**src/sv/tcad_pkg.sv**
```systemverilog
// ============================================================================
// tcad_pkg: shared types and constants for the touch channel averager
// Field widths, op codes, register map and the mask bit mapping.
// ============================================================================
package tcad_pkg;

    localparam int COUNT_W   = 14;   // raw and smoothed count
    localparam int CH_W      = 3;    // channel field
    localparam int SENS_W    = 16;   // sensitivity register
    localparam int ACC_W     = 24;   // baseline accumulator
    localparam int THR_W     = 17;   // touch threshold
    localparam int MASK_W    = 5;    // touch mask
    localparam int SWEEP_W   = 10;   // calibration sweep counter

    localparam int S_TDATA_W = 24;
    localparam int M_TDATA_W = 24;
    localparam int PADDR_W   = 3;
    localparam int PDATA_W   = 32;

    localparam logic [ACC_W-1:0] ACC_MAX = {ACC_W{1'b1}};

    typedef enum logic {
        OP_SAMPLE  = 1'b0,
        OP_RESTART = 1'b1
    } op_t;

    localparam logic [PADDR_W-1:0] ADDR_SENSITIVITY = 3'd0;

    // Channels 0 and 1 swap places in the mask.
    function automatic logic [CH_W-1:0] mask_bit_of(input logic [CH_W-1:0] ch);
        logic [CH_W-1:0] b;
        case (ch)
            3'd0:    b = 3'd1;
            3'd1:    b = 3'd0;
            default: b = ch;
        endcase
        return b;
    endfunction

endpackage

```
**src/sv/tcad_ring_mem.sv**
```systemverilog
// ============================================================================
// tcad_ring_mem: sample ring storage
// Simple dual-port RAM, one write and one registered read per cycle.
// ============================================================================
module tcad_ring_mem #(
    parameter int DEPTH  = 40,
    parameter int ADDR_W = 6,
    parameter int DATA_W = 14
) (
    input  logic              aclk,
    input  logic              we,
    input  logic [ADDR_W-1:0] waddr,
    input  logic [DATA_W-1:0] wdata,
    input  logic              re,
    input  logic [ADDR_W-1:0] raddr,
    output logic [DATA_W-1:0] rdata
);

    logic [DATA_W-1:0] mem [DEPTH];
    logic [DATA_W-1:0] rdata_reg;

    always_ff @(posedge aclk) begin
        if (we) begin
            mem[waddr] <= wdata;
        end
    end

    always_ff @(posedge aclk) begin
        if (re) begin
            rdata_reg <= mem[raddr];
        end
    end

    assign rdata = rdata_reg;

endmodule

```
**src/sv/touch_channel_averager_detector.sv**
```systemverilog
// ============================================================================
// touch_channel_averager_detector: moving average and touch threshold
// Per-channel ring averaging, baseline calibration and touch mask update.
// ============================================================================
// Usage:
//   s_ channel: one transaction per item. s_tuser is the op (sample or
//   restart calibration), s_tdata carries channel and raw count.
//   m_ channel: exactly one result transaction per input transaction, in
//   order. m_tdata carries smoothed, touched and touch mask, m_tuser the
//   calibrating flag.
//   APB port: one register, sensitivity, at address 0. Write it only while
//   the block is idle.
// Throughput: one item per cycle, except while stalled or during the
//   threshold load pass. An input transaction passes, in order, through the
//   ring RAM read, sum update, divide-by-depth multiply and accumulate/compare
//   into the output register that drives m_tvalid. When the final
//   calibration sweep completes, a threshold load pass walks the channels
//   through the shared reciprocal multiplier; s_tready is low while it runs.
// Reset: all state clears, calibration starts over, sensitivity is zero.
//   Ring RAM contents are not cleared; a per-channel wrap flag makes
//   unwritten entries read as zero, so there is no clearing pass.
// Stall: when m_tready is low with a result held, the whole pipeline holds
//   and s_tready drops in the same cycle; no result is dropped.
// ============================================================================
module touch_channel_averager_detector #(
    parameter int AVG_DEPTH    = 8,
    parameter int NUM_CHANNELS = 5,
    parameter int CAL_SWEEPS   = 1000
) (
    input  logic                              aclk,
    input  logic                              aresetn,
    // input channel
    input  logic                              s_tvalid,
    output logic                              s_tready,
    input  logic [tcad_pkg::S_TDATA_W-1:0]    s_tdata,  // [2:0] channel, [16:3] raw_count
    input  logic                              s_tuser,  // [0] op
    // result channel
    output logic                              m_tvalid,
    input  logic                              m_tready,
    output logic [tcad_pkg::M_TDATA_W-1:0]    m_tdata,  // [13:0] smoothed, [14] touched,
                                                        // [19:15] touch_mask
    output logic                              m_tuser,  // [0] calibrating
    // configuration
    input  logic                              psel,
    input  logic                              penable,
    input  logic                              pwrite,
    input  logic [tcad_pkg::PADDR_W-1:0]      paddr,
    input  logic [tcad_pkg::PDATA_W-1:0]      pwdata,
    output logic [tcad_pkg::PDATA_W-1:0]      prdata,
    output logic                              pready
);

    // ------------------------------------------------------------------------
    // Derived sizes
    // ------------------------------------------------------------------------
    localparam int COUNT_W  = tcad_pkg::COUNT_W;
    localparam int CH_W     = tcad_pkg::CH_W;
    localparam int ACC_W    = tcad_pkg::ACC_W;
    localparam int THR_W    = tcad_pkg::THR_W;
    localparam int MASK_W   = tcad_pkg::MASK_W;
    localparam int SENS_W   = tcad_pkg::SENS_W;
    localparam int SWEEP_W  = tcad_pkg::SWEEP_W;

    localparam int POS_W    = $clog2(AVG_DEPTH);
    localparam int CH_IDX_W = (NUM_CHANNELS > 1) ? $clog2(NUM_CHANNELS) : 1;
    localparam int CNT_W    = $clog2(NUM_CHANNELS + 1);
    localparam int RAM_AW   = CH_IDX_W + POS_W;
    localparam int RAM_D    = NUM_CHANNELS * (1 << POS_W);
    localparam int SUM_W    = COUNT_W + POS_W;

    // sum / AVG_DEPTH as exact reciprocal multiply: m = ceil(2^(N+l)/d)
    localparam int AVG_SH   = SUM_W + POS_W;
    localparam int AVG_RW   = SUM_W + 2;
    localparam int AVG_PW   = SUM_W + AVG_RW;
    localparam logic [AVG_RW-1:0] AVG_RECIP = AVG_RW'(
        ((64'd1 << AVG_SH) + 64'(AVG_DEPTH) - 64'd1) / 64'(AVG_DEPTH));

    // acc / CAL_SWEEPS, same scheme
    localparam int CAL_L    = $clog2(CAL_SWEEPS);
    localparam int CAL_SH   = ACC_W + CAL_L;
    localparam int CAL_RW   = ACC_W + 2;
    localparam int CAL_PW   = ACC_W + CAL_RW;
    localparam logic [CAL_RW-1:0] CAL_RECIP = CAL_RW'(
        ((64'd1 << CAL_SH) + 64'(CAL_SWEEPS) - 64'd1) / 64'(CAL_SWEEPS));

    localparam logic [CH_W-1:0]    LAST_CH   = CH_W'(NUM_CHANNELS - 1);
    localparam logic [CH_W:0]      NUM_CH_X  = (CH_W+1)'(NUM_CHANNELS);
    localparam logic [CNT_W-1:0]   NUM_CH_C  = CNT_W'(NUM_CHANNELS);
    localparam logic [POS_W-1:0]   POS_LAST  = POS_W'(AVG_DEPTH - 1);
    localparam logic [SWEEP_W-1:0] SWEEP_END = SWEEP_W'(CAL_SWEEPS);

    // ------------------------------------------------------------------------
    // Configuration
    // ------------------------------------------------------------------------
    logic [SENS_W-1:0] sens_reg;
    logic              cfg_wr;
    logic              cfg_hit;

    assign pready  = 1'b1;
    assign cfg_hit = (paddr == tcad_pkg::ADDR_SENSITIVITY);
    assign cfg_wr  = psel && penable && pwrite && pready && cfg_hit;
    assign prdata  = cfg_hit ? tcad_pkg::PDATA_W'(sens_reg) : '0;

    always_ff @(posedge aclk) begin
        if (!aresetn) begin
            sens_reg <= '0;
        end else if (cfg_wr) begin
            sens_reg <= pwdata[SENS_W-1:0];
        end
    end

    // ------------------------------------------------------------------------
    // Pipeline control
    // ------------------------------------------------------------------------
    logic busy_reg;
    logic m_tvalid_reg;
    logic adv;
    logic accept;

    // all stages move together; output register frees as it drains
    assign adv      = !busy_reg && (!m_tvalid_reg || m_tready);
    assign s_tready = adv;
    assign accept   = s_tvalid && s_tready;

    // ------------------------------------------------------------------------
    // Stage 0: issue ring read, advance ring position
    // ------------------------------------------------------------------------
    tcad_pkg::op_t         in_op;
    logic [CH_W-1:0]       in_ch;
    logic [COUNT_W-1:0]    in_raw;
    logic [CH_IDX_W-1:0]   in_idx;
    logic                  in_range;
    logic                  in_ring;
    logic [POS_W-1:0]      cur_pos;
    logic                  cur_wrap;

    logic [POS_W-1:0]      pos_reg  [NUM_CHANNELS];
    logic                  wrap_reg [NUM_CHANNELS];

    assign in_op    = tcad_pkg::op_t'(s_tuser);
    assign in_ch    = s_tdata[CH_W-1:0];
    assign in_raw   = s_tdata[CH_W +: COUNT_W];
    assign in_idx   = in_ch[CH_IDX_W-1:0];
    assign in_range = ({1'b0, in_ch} < NUM_CH_X);
    assign in_ring  = (in_op == tcad_pkg::OP_SAMPLE) && in_range;
    assign cur_pos  = pos_reg[in_idx];
    assign cur_wrap = wrap_reg[in_idx];

    always_ff @(posedge aclk) begin
        if (!aresetn) begin
            for (int c = 0; c < NUM_CHANNELS; c++) begin
                pos_reg[c]  <= '0;
                wrap_reg[c] <= 1'b0;
            end
        end else if (accept && in_ring) begin
            if (cur_pos == POS_LAST) begin
                pos_reg[in_idx]  <= '0;
                wrap_reg[in_idx] <= 1'b1;   // every entry now written once
            end else begin
                pos_reg[in_idx] <= cur_pos + 1'b1;
            end
        end
    end

    // ------------------------------------------------------------------------
    // Stage 1: ring RAM data back, running sum update, write new sample
    // ------------------------------------------------------------------------
    logic                  s1_v_reg;
    tcad_pkg::op_t         s1_op_reg;
    logic                  s1_ring_reg;
    logic [CH_W-1:0]       s1_ch_reg;
    logic [COUNT_W-1:0]    s1_raw_reg;
    logic [POS_W-1:0]      s1_pos_reg;
    logic                  s1_old_ok_reg;

    logic [COUNT_W-1:0]    ram_rdata;
    logic [COUNT_W-1:0]    s1_old;
    logic [CH_IDX_W-1:0]   s1_idx;
    logic [SUM_W-1:0]      s1_sum_next;
    logic                  ram_we;
    logic [SUM_W-1:0]      sum_reg [NUM_CHANNELS];

    tcad_ring_mem #(
        .DEPTH  (RAM_D),
        .ADDR_W (RAM_AW),
        .DATA_W (COUNT_W)
    ) u_ring_mem (
        .aclk  (aclk),
        .we    (ram_we),
        .waddr ({s1_idx, s1_pos_reg}),
        .wdata (s1_raw_reg),
        .re    (accept && in_ring),
        .raddr ({in_idx, cur_pos}),
        .rdata (ram_rdata)
    );

    // The next read of a channel is always at a different slot than the
    // write in flight, so the RAM needs no bypass.
    assign s1_idx      = s1_ch_reg[CH_IDX_W-1:0];
    assign s1_old      = s1_old_ok_reg ? ram_rdata : '0;
    assign s1_sum_next = sum_reg[s1_idx] - SUM_W'(s1_old) + SUM_W'(s1_raw_reg);
    assign ram_we      = adv && s1_v_reg && s1_ring_reg;

    always_ff @(posedge aclk) begin
        if (!aresetn) begin
            for (int c = 0; c < NUM_CHANNELS; c++) begin
                sum_reg[c] <= '0;
            end
        end else if (ram_we) begin
            sum_reg[s1_idx] <= s1_sum_next;
        end
    end

    always_ff @(posedge aclk) begin
        if (!aresetn) begin
            s1_v_reg <= 1'b0;
        end else if (adv) begin
            s1_v_reg <= accept;
        end
    end

    always_ff @(posedge aclk) begin
        if (adv) begin
            s1_op_reg     <= in_op;
            s1_ring_reg   <= in_ring;
            s1_ch_reg     <= in_ch;
            s1_raw_reg    <= in_raw;
            s1_pos_reg    <= cur_pos;
            s1_old_ok_reg <= cur_wrap;
        end
    end

    // ------------------------------------------------------------------------
    // Stage 2: sum / AVG_DEPTH
    // ------------------------------------------------------------------------
    logic                  s2_v_reg;
    tcad_pkg::op_t         s2_op_reg;
    logic                  s2_ring_reg;
    logic [CH_W-1:0]       s2_ch_reg;
    logic [COUNT_W-1:0]    s2_raw_reg;
    logic [SUM_W-1:0]      s2_sum_reg;
    logic [AVG_PW-1:0]     avg_prod;

    assign avg_prod = {{AVG_RW{1'b0}}, s2_sum_reg} * {{SUM_W{1'b0}}, AVG_RECIP};

    always_ff @(posedge aclk) begin
        if (!aresetn) begin
            s2_v_reg <= 1'b0;
        end else if (adv) begin
            s2_v_reg <= s1_v_reg;
        end
    end

    always_ff @(posedge aclk) begin
        if (adv) begin
            s2_op_reg   <= s1_op_reg;
            s2_ring_reg <= s1_ring_reg;
            s2_ch_reg   <= s1_ch_reg;
            s2_raw_reg  <= s1_raw_reg;
            s2_sum_reg  <= s1_sum_next;
        end
    end

    // ------------------------------------------------------------------------
    // Stage 3: accumulate / compare, calibration control, output register
    // ------------------------------------------------------------------------
    logic                  s3_v_reg;
    tcad_pkg::op_t         s3_op_reg;
    logic                  s3_ring_reg;
    logic [CH_W-1:0]       s3_ch_reg;
    logic [COUNT_W-1:0]    s3_raw_reg;
    logic [COUNT_W-1:0]    s3_smooth_reg;

    always_ff @(posedge aclk) begin
        if (!aresetn) begin
            s3_v_reg <= 1'b0;
        end else if (adv) begin
            s3_v_reg <= s2_v_reg;
        end
    end

    always_ff @(posedge aclk) begin
        if (adv) begin
            s3_op_reg     <= s2_op_reg;
            s3_ring_reg   <= s2_ring_reg;
            s3_ch_reg     <= s2_ch_reg;
            s3_raw_reg    <= s2_raw_reg;
            s3_smooth_reg <= COUNT_W'(avg_prod >> AVG_SH);
        end
    end

    logic [ACC_W-1:0]      acc_reg [NUM_CHANNELS];
    logic [THR_W-1:0]      thr_reg [NUM_CHANNELS];
    logic [SWEEP_W-1:0]    sweep_reg;
    logic                  in_cal_reg;
    logic [MASK_W-1:0]     mask_reg;

    logic [CNT_W-1:0]      pass_cnt_reg;
    logic                  pass_wr_v_reg;
    logic [CH_IDX_W-1:0]   pass_wr_idx_reg;
    logic [CAL_PW-1:0]     cal_prod_reg;
    logic [SENS_W-1:0]     sens_snap_reg;

    logic                  fire;
    logic                  s3_restart;
    logic                  s3_cal_smp;
    logic                  s3_det_smp;
    logic [CH_IDX_W-1:0]   s3_idx;
    logic [CH_IDX_W-1:0]   acc_idx;
    logic [ACC_W-1:0]      acc_rd;
    logic [ACC_W:0]        acc_sum;
    logic [ACC_W-1:0]      acc_sat;
    logic [SWEEP_W-1:0]    sweep_inc;
    logic                  s3_last;
    logic                  cal_done;
    logic                  touched;
    logic [CH_W-1:0]       mbit;
    logic [MASK_W-1:0]     mask_next;
    logic                  in_cal_next;
    logic [COUNT_W-1:0]    smooth_out;
    logic                  pass_issue;
    logic [ACC_W-1:0]      cal_q;
    logic [THR_W-1:0]      thr_new;

    assign fire       = adv && s3_v_reg;
    assign s3_restart = (s3_op_reg == tcad_pkg::OP_RESTART);
    assign s3_cal_smp = s3_ring_reg && in_cal_reg;
    assign s3_det_smp = s3_ring_reg && !in_cal_reg;
    assign s3_idx     = s3_ch_reg[CH_IDX_W-1:0];

    // one accumulator read port, shared with the threshold load pass
    assign acc_idx   = busy_reg ? pass_cnt_reg[CH_IDX_W-1:0] : s3_idx;
    assign acc_rd    = acc_reg[acc_idx];
    assign acc_sum   = {1'b0, acc_rd} + (ACC_W+1)'(s3_smooth_reg);
    assign acc_sat   = acc_sum[ACC_W] ? tcad_pkg::ACC_MAX : acc_sum[ACC_W-1:0];

    assign sweep_inc = sweep_reg + 1'b1;
    assign s3_last   = (s3_ch_reg == LAST_CH);
    assign cal_done  = s3_cal_smp && s3_last && (sweep_inc >= SWEEP_END);

    assign touched   = s3_det_smp && ((THR_W'(s3_smooth_reg)) > thr_reg[s3_idx]);
    assign mbit      = tcad_pkg::mask_bit_of(s3_ch_reg);

    always_comb begin
        mask_next = mask_reg;
        if (s3_det_smp && ({1'b0, mbit} < (CH_W+1)'(MASK_W))) begin
            mask_next[mbit] = touched;
        end
    end

    always_comb begin
        in_cal_next = in_cal_reg;
        if (s3_restart) begin
            in_cal_next = 1'b1;
        end else if (cal_done) begin
            in_cal_next = 1'b0;
        end
    end

    always_comb begin
        if (s3_restart) begin
            smooth_out = '0;
        end else if (s3_ring_reg) begin
            smooth_out = s3_smooth_reg;
        end else begin
            smooth_out = s3_raw_reg;   // out of range channel echoes the count
        end
    end

    // threshold = acc / CAL_SWEEPS + sensitivity, one channel per cycle
    assign pass_issue = busy_reg && (pass_cnt_reg < NUM_CH_C);
    assign cal_q      = ACC_W'(cal_prod_reg >> CAL_SH);
    assign thr_new    = THR_W'(cal_q + ACC_W'(sens_snap_reg));

    always_ff @(posedge aclk) begin
        if (!aresetn) begin
            for (int c = 0; c < NUM_CHANNELS; c++) begin
                acc_reg[c] <= '0;
                thr_reg[c] <= '0;
            end
            sweep_reg     <= '0;
            in_cal_reg    <= 1'b1;
            mask_reg      <= '0;
            busy_reg      <= 1'b0;
            pass_cnt_reg  <= '0;
            pass_wr_v_reg <= 1'b0;
        end else begin
            if (fire) begin
                in_cal_reg <= in_cal_next;
                mask_reg   <= mask_next;
                if (s3_restart) begin
                    for (int c = 0; c < NUM_CHANNELS; c++) begin
                        acc_reg[c] <= '0;
                    end
                    sweep_reg <= '0;
                end else if (s3_cal_smp) begin
                    acc_reg[s3_idx] <= acc_sat;
                    if (s3_last) begin
                        sweep_reg <= sweep_inc;
                    end
                end
                if (cal_done) begin
                    busy_reg     <= 1'b1;
                    pass_cnt_reg <= '0;
                end
            end
            pass_wr_v_reg <= pass_issue;
            if (pass_issue) begin
                pass_cnt_reg <= pass_cnt_reg + 1'b1;
            end
            if (pass_wr_v_reg) begin
                thr_reg[pass_wr_idx_reg] <= thr_new;
                if (pass_wr_idx_reg == LAST_CH[CH_IDX_W-1:0]) begin
                    busy_reg <= 1'b0;
                end
            end
        end
    end

    always_ff @(posedge aclk) begin
        if (fire && cal_done) begin
            sens_snap_reg <= sens_reg;
        end
        if (pass_issue) begin
            cal_prod_reg    <= {{CAL_RW{1'b0}}, acc_rd} * {{ACC_W{1'b0}}, CAL_RECIP};
            pass_wr_idx_reg <= pass_cnt_reg[CH_IDX_W-1:0];
        end
    end

    // output register
    logic [COUNT_W-1:0]    out_smooth_reg;
    logic                  out_touched_reg;
    logic [MASK_W-1:0]     out_mask_reg;
    logic                  out_cal_reg;

    always_ff @(posedge aclk) begin
        if (!aresetn) begin
            m_tvalid_reg <= 1'b0;
        end else if (fire) begin
            m_tvalid_reg <= 1'b1;
        end else if (m_tready) begin
            m_tvalid_reg <= 1'b0;
        end
    end

    always_ff @(posedge aclk) begin
        if (fire) begin
            out_smooth_reg  <= smooth_out;
            out_touched_reg <= touched;
            out_mask_reg    <= mask_next;
            out_cal_reg     <= in_cal_next;
        end
    end

    assign m_tvalid = m_tvalid_reg;
    assign m_tdata  = tcad_pkg::M_TDATA_W'({out_mask_reg, out_touched_reg, out_smooth_reg});
    assign m_tuser  = out_cal_reg;

    // ------------------------------------------------------------------------
    // Assertions
    // ------------------------------------------------------------------------
    a_busy_blocks_input: assert property (@(posedge aclk) disable iff (!aresetn)
        busy_reg |-> !s_tready)
        else $error("input accepted during threshold load");

    a_touch_not_cal: assert property (@(posedge aclk) disable iff (!aresetn)
        (m_tvalid && m_tdata[COUNT_W]) |-> !m_tuser)
        else $error("touch reported while calibrating");

    a_pass_start: assert property (@(posedge aclk) disable iff (!aresetn)
        $rose(busy_reg) |-> (!in_cal_reg && $past(in_cal_reg)))
        else $error("threshold load started without calibration end");

    a_pass_bound: assert property (@(posedge aclk) disable iff (!aresetn)
        busy_reg |-> (pass_cnt_reg <= NUM_CH_C))
        else $error("threshold load counter out of range");

endmodule

```
**config.mk**
```make
export PLATFORM = sky130hd
export DESIGN_NAME = touch_channel_averager_detector
export DESIGN_NICKNAME = d
export VERILOG_FILES = /design/src/sv/tcad_pkg.sv /design/src/sv/tcad_ring_mem.sv /design/src/sv/touch_channel_averager_detector.sv
export SDC_FILE = /design/constraint.sdc
export NUM_CORES = 2
export LEC_CHECK = 0
export ABC_AREA = 1
export CAP_MARGIN = 0
export CORE_UTILIZATION = 64
export DETAILED_ROUTE_END_ITERATION = 16
export DONT_BUFFER_PORTS = 1
export GPL_TIMING_DRIVEN = 0
export PLACE_DENSITY = 0.8
export SLEW_MARGIN = 10
export SYNTH_ARGS = -nofsm -noshare
export SYNTH_HDL_FRONTEND = slang
export SYNTH_SLANG_ARGS = --single-unit
```
**constraint.sdc**
```tcl
create_clock -name aclk -period 10.7 [get_ports aclk]
set_input_delay 2.14 -clock aclk [delete_from_list [all_inputs] [get_ports aclk]]
set_output_delay 2.14 -clock aclk [all_outputs]
set_load 0.02 [all_outputs]
```
==> impl_summary.txt <==
----------------------------------------------------
[Run status]
  Result of the run ... finished, final reports clean

[Routing]
  ANT nets after route ... 0
  Initial drt markers ... 5,637
  Drt drc ... 0
  Vias per inst ... 6.21
  Total length of routed wires ... 179,000 um
  First-pass iteration count of the detailed router ... 6
  Post-DR wirelength/cell ... ~24 um
  Routed via count ... 46,300

[Synth]
  Instance count of the mapped netlist ... 5,851
  Post-synthesis share of cell area spent on full adders, half adders and majority gates ... 11.6%
  Number of enable flip-flop cells after synthesis ... 1,206
  Primary flip-flop cell chosen by synthesis mapping ... sky130_fd_sc_hd__edfxtp_1
  Yosys warnings ... 0
  Area share of and/or/nand/nor cells after synthesis ... 13.7%
  Netlist cell types ... between 60 and 70
  Per-instance average area after synthesis ... roughly 11 um2
  Combinational family with the most area after synthesis ... simple AND/OR/NAND/NOR gates
  Xor/xnor share of the synthesized area ... 0.876%
  Sequential fraction of the synthesis area ... 58.3%
  Area share of the largest cell type after synthesis ... 56.6%
  Share of flip-flops with an asynchronous set or reset ... 0%
  Multiplexer share of the synthesized area ... 0.438%
  Synthesized cell area ... 0.0640 mm2
  Cells taking the most area after synthesis ... sky130_fd_sc_hd__edfxtp_1 (57%), sky130_fd_sc_hd__ha_1 (5.9%), sky130_fd_sc_hd__fa_1 (5.7%)
  Biggest area consumer among synthesized cells ... sky130_fd_sc_hd__edfxtp_1
  Register bit total from synthesis ... approximately 1,300
  Area fraction in compound gates after synthesis ... 8.84%

[Finish]
  Layout Nets ... 6,605
  Largest register FFs ... 560
  Fraction of final layout cells sized beyond drive strength 1 ... 8.35%
  Area grow syn2layout ... 10.6%

[Placed design]
  HPWL after detailed placement ... 129,000 um
  Gp weighted congestion ... 0.984
  Number of buffer cells added on primary ports ... 0

[Die]
  Initial Utilization ... 64.9%
  Standard-cell rows ... 115
  Count of boundary I/O pins ... 127
  Core ar. ... 0.0987 mm2
  Total die area ... between 0.1 and 0.15 mm2
  Floorplan die height ... 318 um
  Width of the die ... 318 um

[Clock network]
  Clock transition time at the flip-flop clock pins of the worst setup and hold paths ... 0.06 ns
  CTS root buffer ... sky130_fd_sc_hd__clkbuf_16
  CTS H-tree lvls ... 3
  Post-CTS Repair Setup Buffers ... 0
  CTS-repair resized insts ... 0
  Number of clock buffers inserted by TritonCTS ... ~120
  Sinks on the clock net ... 1,261
  Post-CTS Hold Fix Bufs ... 0
  CTS tree ... built
  Worst skew pair latency ... 0.75 ns
  Buffer levels on the longest clock path ... 3

[Power and ir drop]
  Post-route total power ... 22.5 mW
  P_leak ... 28.3 nW
  Peak supply drop ... approximately 910 uV
  Power per standard cell area ... 318 mW/mm2

[Global routing]
  First-pass GRT wire length ... 267,000 um
  Via count of the first global-routing pass ... 45,400
  Number of antenna violations at the first check in global routing ... 5
  Overall global routing resource usage ... 35.2%
  Overflow after GRT ... 0
  Maximum number of pins on one net before global-route repair ... 55

[Timing]
  Tightest slew margin relative to the limit ... 12.8%
  Post-Route Skew ... about 0.068 ns
  Final Max Slew Viols ... 0
  Maximum clock rate ... roughly 0.11 GHz
  RSZ-0062 raised after global routing ... no
  Fin. Hold Viols ... 0
  Period utilisation layout ... 87.2%
  Transition time at the pin with the least slew margin ... 1.30 ns
  Final worst path period need ... 9.33 ns
  Final setup fails ... 0
  Setup TNS ... 0 ns

[Worst setup path]
  Worst-case reg-to-reg path depth ... 31
  Endpoint class of the critical path ... register
  Buffer and inverter count on the worst path ... 11
  Critical Path Slowest Stage Cell ... sky130_fd_sc_hd__o21ai_0
  Crit path max fanout ... 10
  Logic depth of the worst path, buffers included ... 31
  CP top delay family ... adder cells
  Critical Path AT ... 9.85 ns
  CP startpoint kind ... register
  Crit Path Category ... reg -> reg
  Most frequent CP cell ... sky130_fd_sc_hd__inv_1
  Longest individual stage delay on the worst path ... 0.87 ns
  Crit path required time ... 11.22 ns

[Worst hold path]
  Kind of path behind the tightest hold check ... reg -> reg
  Hold path cells ... 0

[Run]
  Max-capacitance violation count ... 0

----------------------------------------------------
[placed cells by master, fill, tap and decap left out, types with 12 or more instances in the layout]
master | Yosys | layout
sky130_fd_sc_hd__edfxtp_1 | 1206 | 1206
sky130_fd_sc_hd__nor2_1 | 937 | 904
sky130_fd_sc_hd__inv_1 | 730 | 730
sky130_fd_sc_hd__nand2_1 | 604 | 599
sky130_fd_sc_hd__o21ai_0 | 457 | 448
sky130_fd_sc_hd__ha_1 | 304 | 304
sky130_fd_sc_hd__nand3_1 | 292 | 292
sky130_fd_sc_hd__clkbuf_1 | 176 | 200
sky130_fd_sc_hd__fa_1 | 182 | 182
sky130_fd_sc_hd__o211ai_1 | 143 | 143
sky130_fd_sc_hd__a21oi_1 | 138 | 138
sky130_fd_sc_hd__clkbuf_16 | 0 | 122
sky130_fd_sc_hd__or2_2 | 107 | 107
sky130_fd_sc_hd__o221ai_1 | 56 | 56
sky130_fd_sc_hd__dfxtp_1 | 55 | 55
sky130_fd_sc_hd__xor2_1 | 53 | 53
sky130_fd_sc_hd__buf_2 | 39 | 39
sky130_fd_sc_hd__nor2_2 | 7 | 37
sky130_fd_sc_hd__clkinv_1 | 7 | 36
sky130_fd_sc_hd__o22ai_1 | 33 | 33
sky130_fd_sc_hd__o32ai_1 | 33 | 33
sky130_fd_sc_hd__nor3_1 | 34 | 32
sky130_fd_sc_hd__conb_1 | 2 | 30
sky130_fd_sc_hd__buf_4 | 26 | 28
sky130_fd_sc_hd__mux2i_1 | 28 | 28
sky130_fd_sc_hd__buf_8 | 1 | 28
sky130_fd_sc_hd__nand4_1 | 23 | 23
sky130_fd_sc_hd__nand2_2 | 17 | 22
sky130_fd_sc_hd__clkinv_2 | 0 | 18
sky130_fd_sc_hd__buf_1 | 13 | 13
sky130_fd_sc_hd__o21ai_2 | 3 | 13
sky130_fd_sc_hd__buf_16 | 0 | 13
sky130_fd_sc_hd__nor4_1 | 13 | 12
sky130_fd_sc_hd__o21a_1 | 12 | 12
[stage by stage]
stage | setup WS (ns) | instances | util [%] | area, um2 | hold slack [ns]
floorplan | 3.11 | 5879 | - | 64100 | 0.400
global placement | 0.656 | 7166 | 66.6 | 65700 | 0.400
detailed placement | 1.51 | 7218 | 67.7 | 66800 | 0.405
CTS | 1.42 | 7444 | 71.7 | 70700 | 0.419
global route | 0.990 | 7446 | 71.7 | 70800 | 0.423
finish | 1.37 | 7446 | 71.7 | 70800 | 0.419
[cells in the mapped netlist, types with 6 or more instances]
cell / n
sky130_fd_sc_hd__edfxtp_1: 1206
sky130_fd_sc_hd__nor2_1: 937
sky130_fd_sc_hd__inv_1: 730
sky130_fd_sc_hd__nand2_1: 604
sky130_fd_sc_hd__o21ai_0: 457
sky130_fd_sc_hd__ha_1: 304
sky130_fd_sc_hd__nand3_1: 292
sky130_fd_sc_hd__fa_1: 182
sky130_fd_sc_hd__clkbuf_1: 176
sky130_fd_sc_hd__o211ai_1: 143
sky130_fd_sc_hd__a21oi_1: 138
sky130_fd_sc_hd__or2_2: 107
sky130_fd_sc_hd__o221ai_1: 56
sky130_fd_sc_hd__dfxtp_1: 55
sky130_fd_sc_hd__xor2_1: 53
sky130_fd_sc_hd__buf_2: 39
sky130_fd_sc_hd__nor3_1: 34
sky130_fd_sc_hd__o22ai_1: 33
sky130_fd_sc_hd__o32ai_1: 33
sky130_fd_sc_hd__mux2i_1: 28
sky130_fd_sc_hd__buf_4: 26
sky130_fd_sc_hd__nand4_1: 23
sky130_fd_sc_hd__nand2_2: 17
sky130_fd_sc_hd__buf_1: 13
sky130_fd_sc_hd__nor4_1: 13
sky130_fd_sc_hd__o21a_1: 12
sky130_fd_sc_hd__xnor2_1: 11
sky130_fd_sc_hd__a31oi_1: 9
sky130_fd_sc_hd__a221oi_1: 8
sky130_fd_sc_hd__inv_2: 8
sky130_fd_sc_hd__nand3_2: 8
sky130_fd_sc_hd__clkinv_1: 7
sky130_fd_sc_hd__nor2_2: 7
sky130_fd_sc_hd__o21bai_1: 7
sky130_fd_sc_hd__and2_1: 6
sky130_fd_sc_hd__nand2_4: 6
sky130_fd_sc_hd__nand3_4: 6
[worst paths after layout]
check / slack (ns) / startpoint / end
worst max register to register: 1.37 / s3_ch_reg[2] / cal_prod_reg[46]
worst min register to register: 0.42 / s2_sum_reg[15] / s3_smooth_reg[12]
worst max-delay path: 1.37 / s3_ch_reg[2] / cal_prod_reg[46]
worst min-delay path: 0.42 / s2_sum_reg[15] / s3_smooth_reg[12]
[where the power goes]
group	total, mW	internal [mW]	leakage, nW	switching (mW)
registers	5.87	5.73	11.9	0.145
logic	12.4	4.14	14.5	8.24
clock network	4.25	2.38	1.90	1.87
total	22.5	12.2	28.3	10.3
[cell type report]
| type | count | area [um2] |
|---|---|---|
| antenna | 2 | 5.00 |
| buffer | 258 | 1150 |
| clock buffer | 150 | 3180 |
| clock inverter | 76 | 768 |
| fill | 6596 | 27900 |
| inverter | 747 | 2810 |
| multi-input combinational | 3613 | 23000 |
| sequential | 1261 | 37300 |
| tap | 1287 | 1610 |
| timing repair buffer | 52 | 926 |
[worst register-to-register path: cells and delay by family (launching register included)]
family / cells / cell delay [ns]
adders and majority gates: 8 / 3.53
buffers and inverters: 11 / 2.35
AOI/OAI and AO/OA: 5 / 1.82
and+or+nand+nor: 6 / 0.87
DFF: 1 / 0.41
xor gates and xnor gates: 1 / 0.19
[per-layer routing]
metal	vias to the layer above	wire length, um	track usage (%)	share of wire, %
li1	20500	-	-	-
met1	22200	63900	44.5	36
met2	2978	85100	57.5	48
met3	627	18900	6.72	11
met4	4	10900	19.4	6.1
met5	-	27	0	0.015
[cells by family (layout without fill, tap and decap cells)]
group	count (synthesis)	after routing
AOI/OAI and AO/OA	939	939
xor gates and xnor gates	64	64
adders and majority gates	486	486
buffers and inverters	1005	1283
DFF	1261	1261
muxes	28	28
other	2	32
and+or+nand+nor	2066	2066
Power figures use the tool's default switching activity.
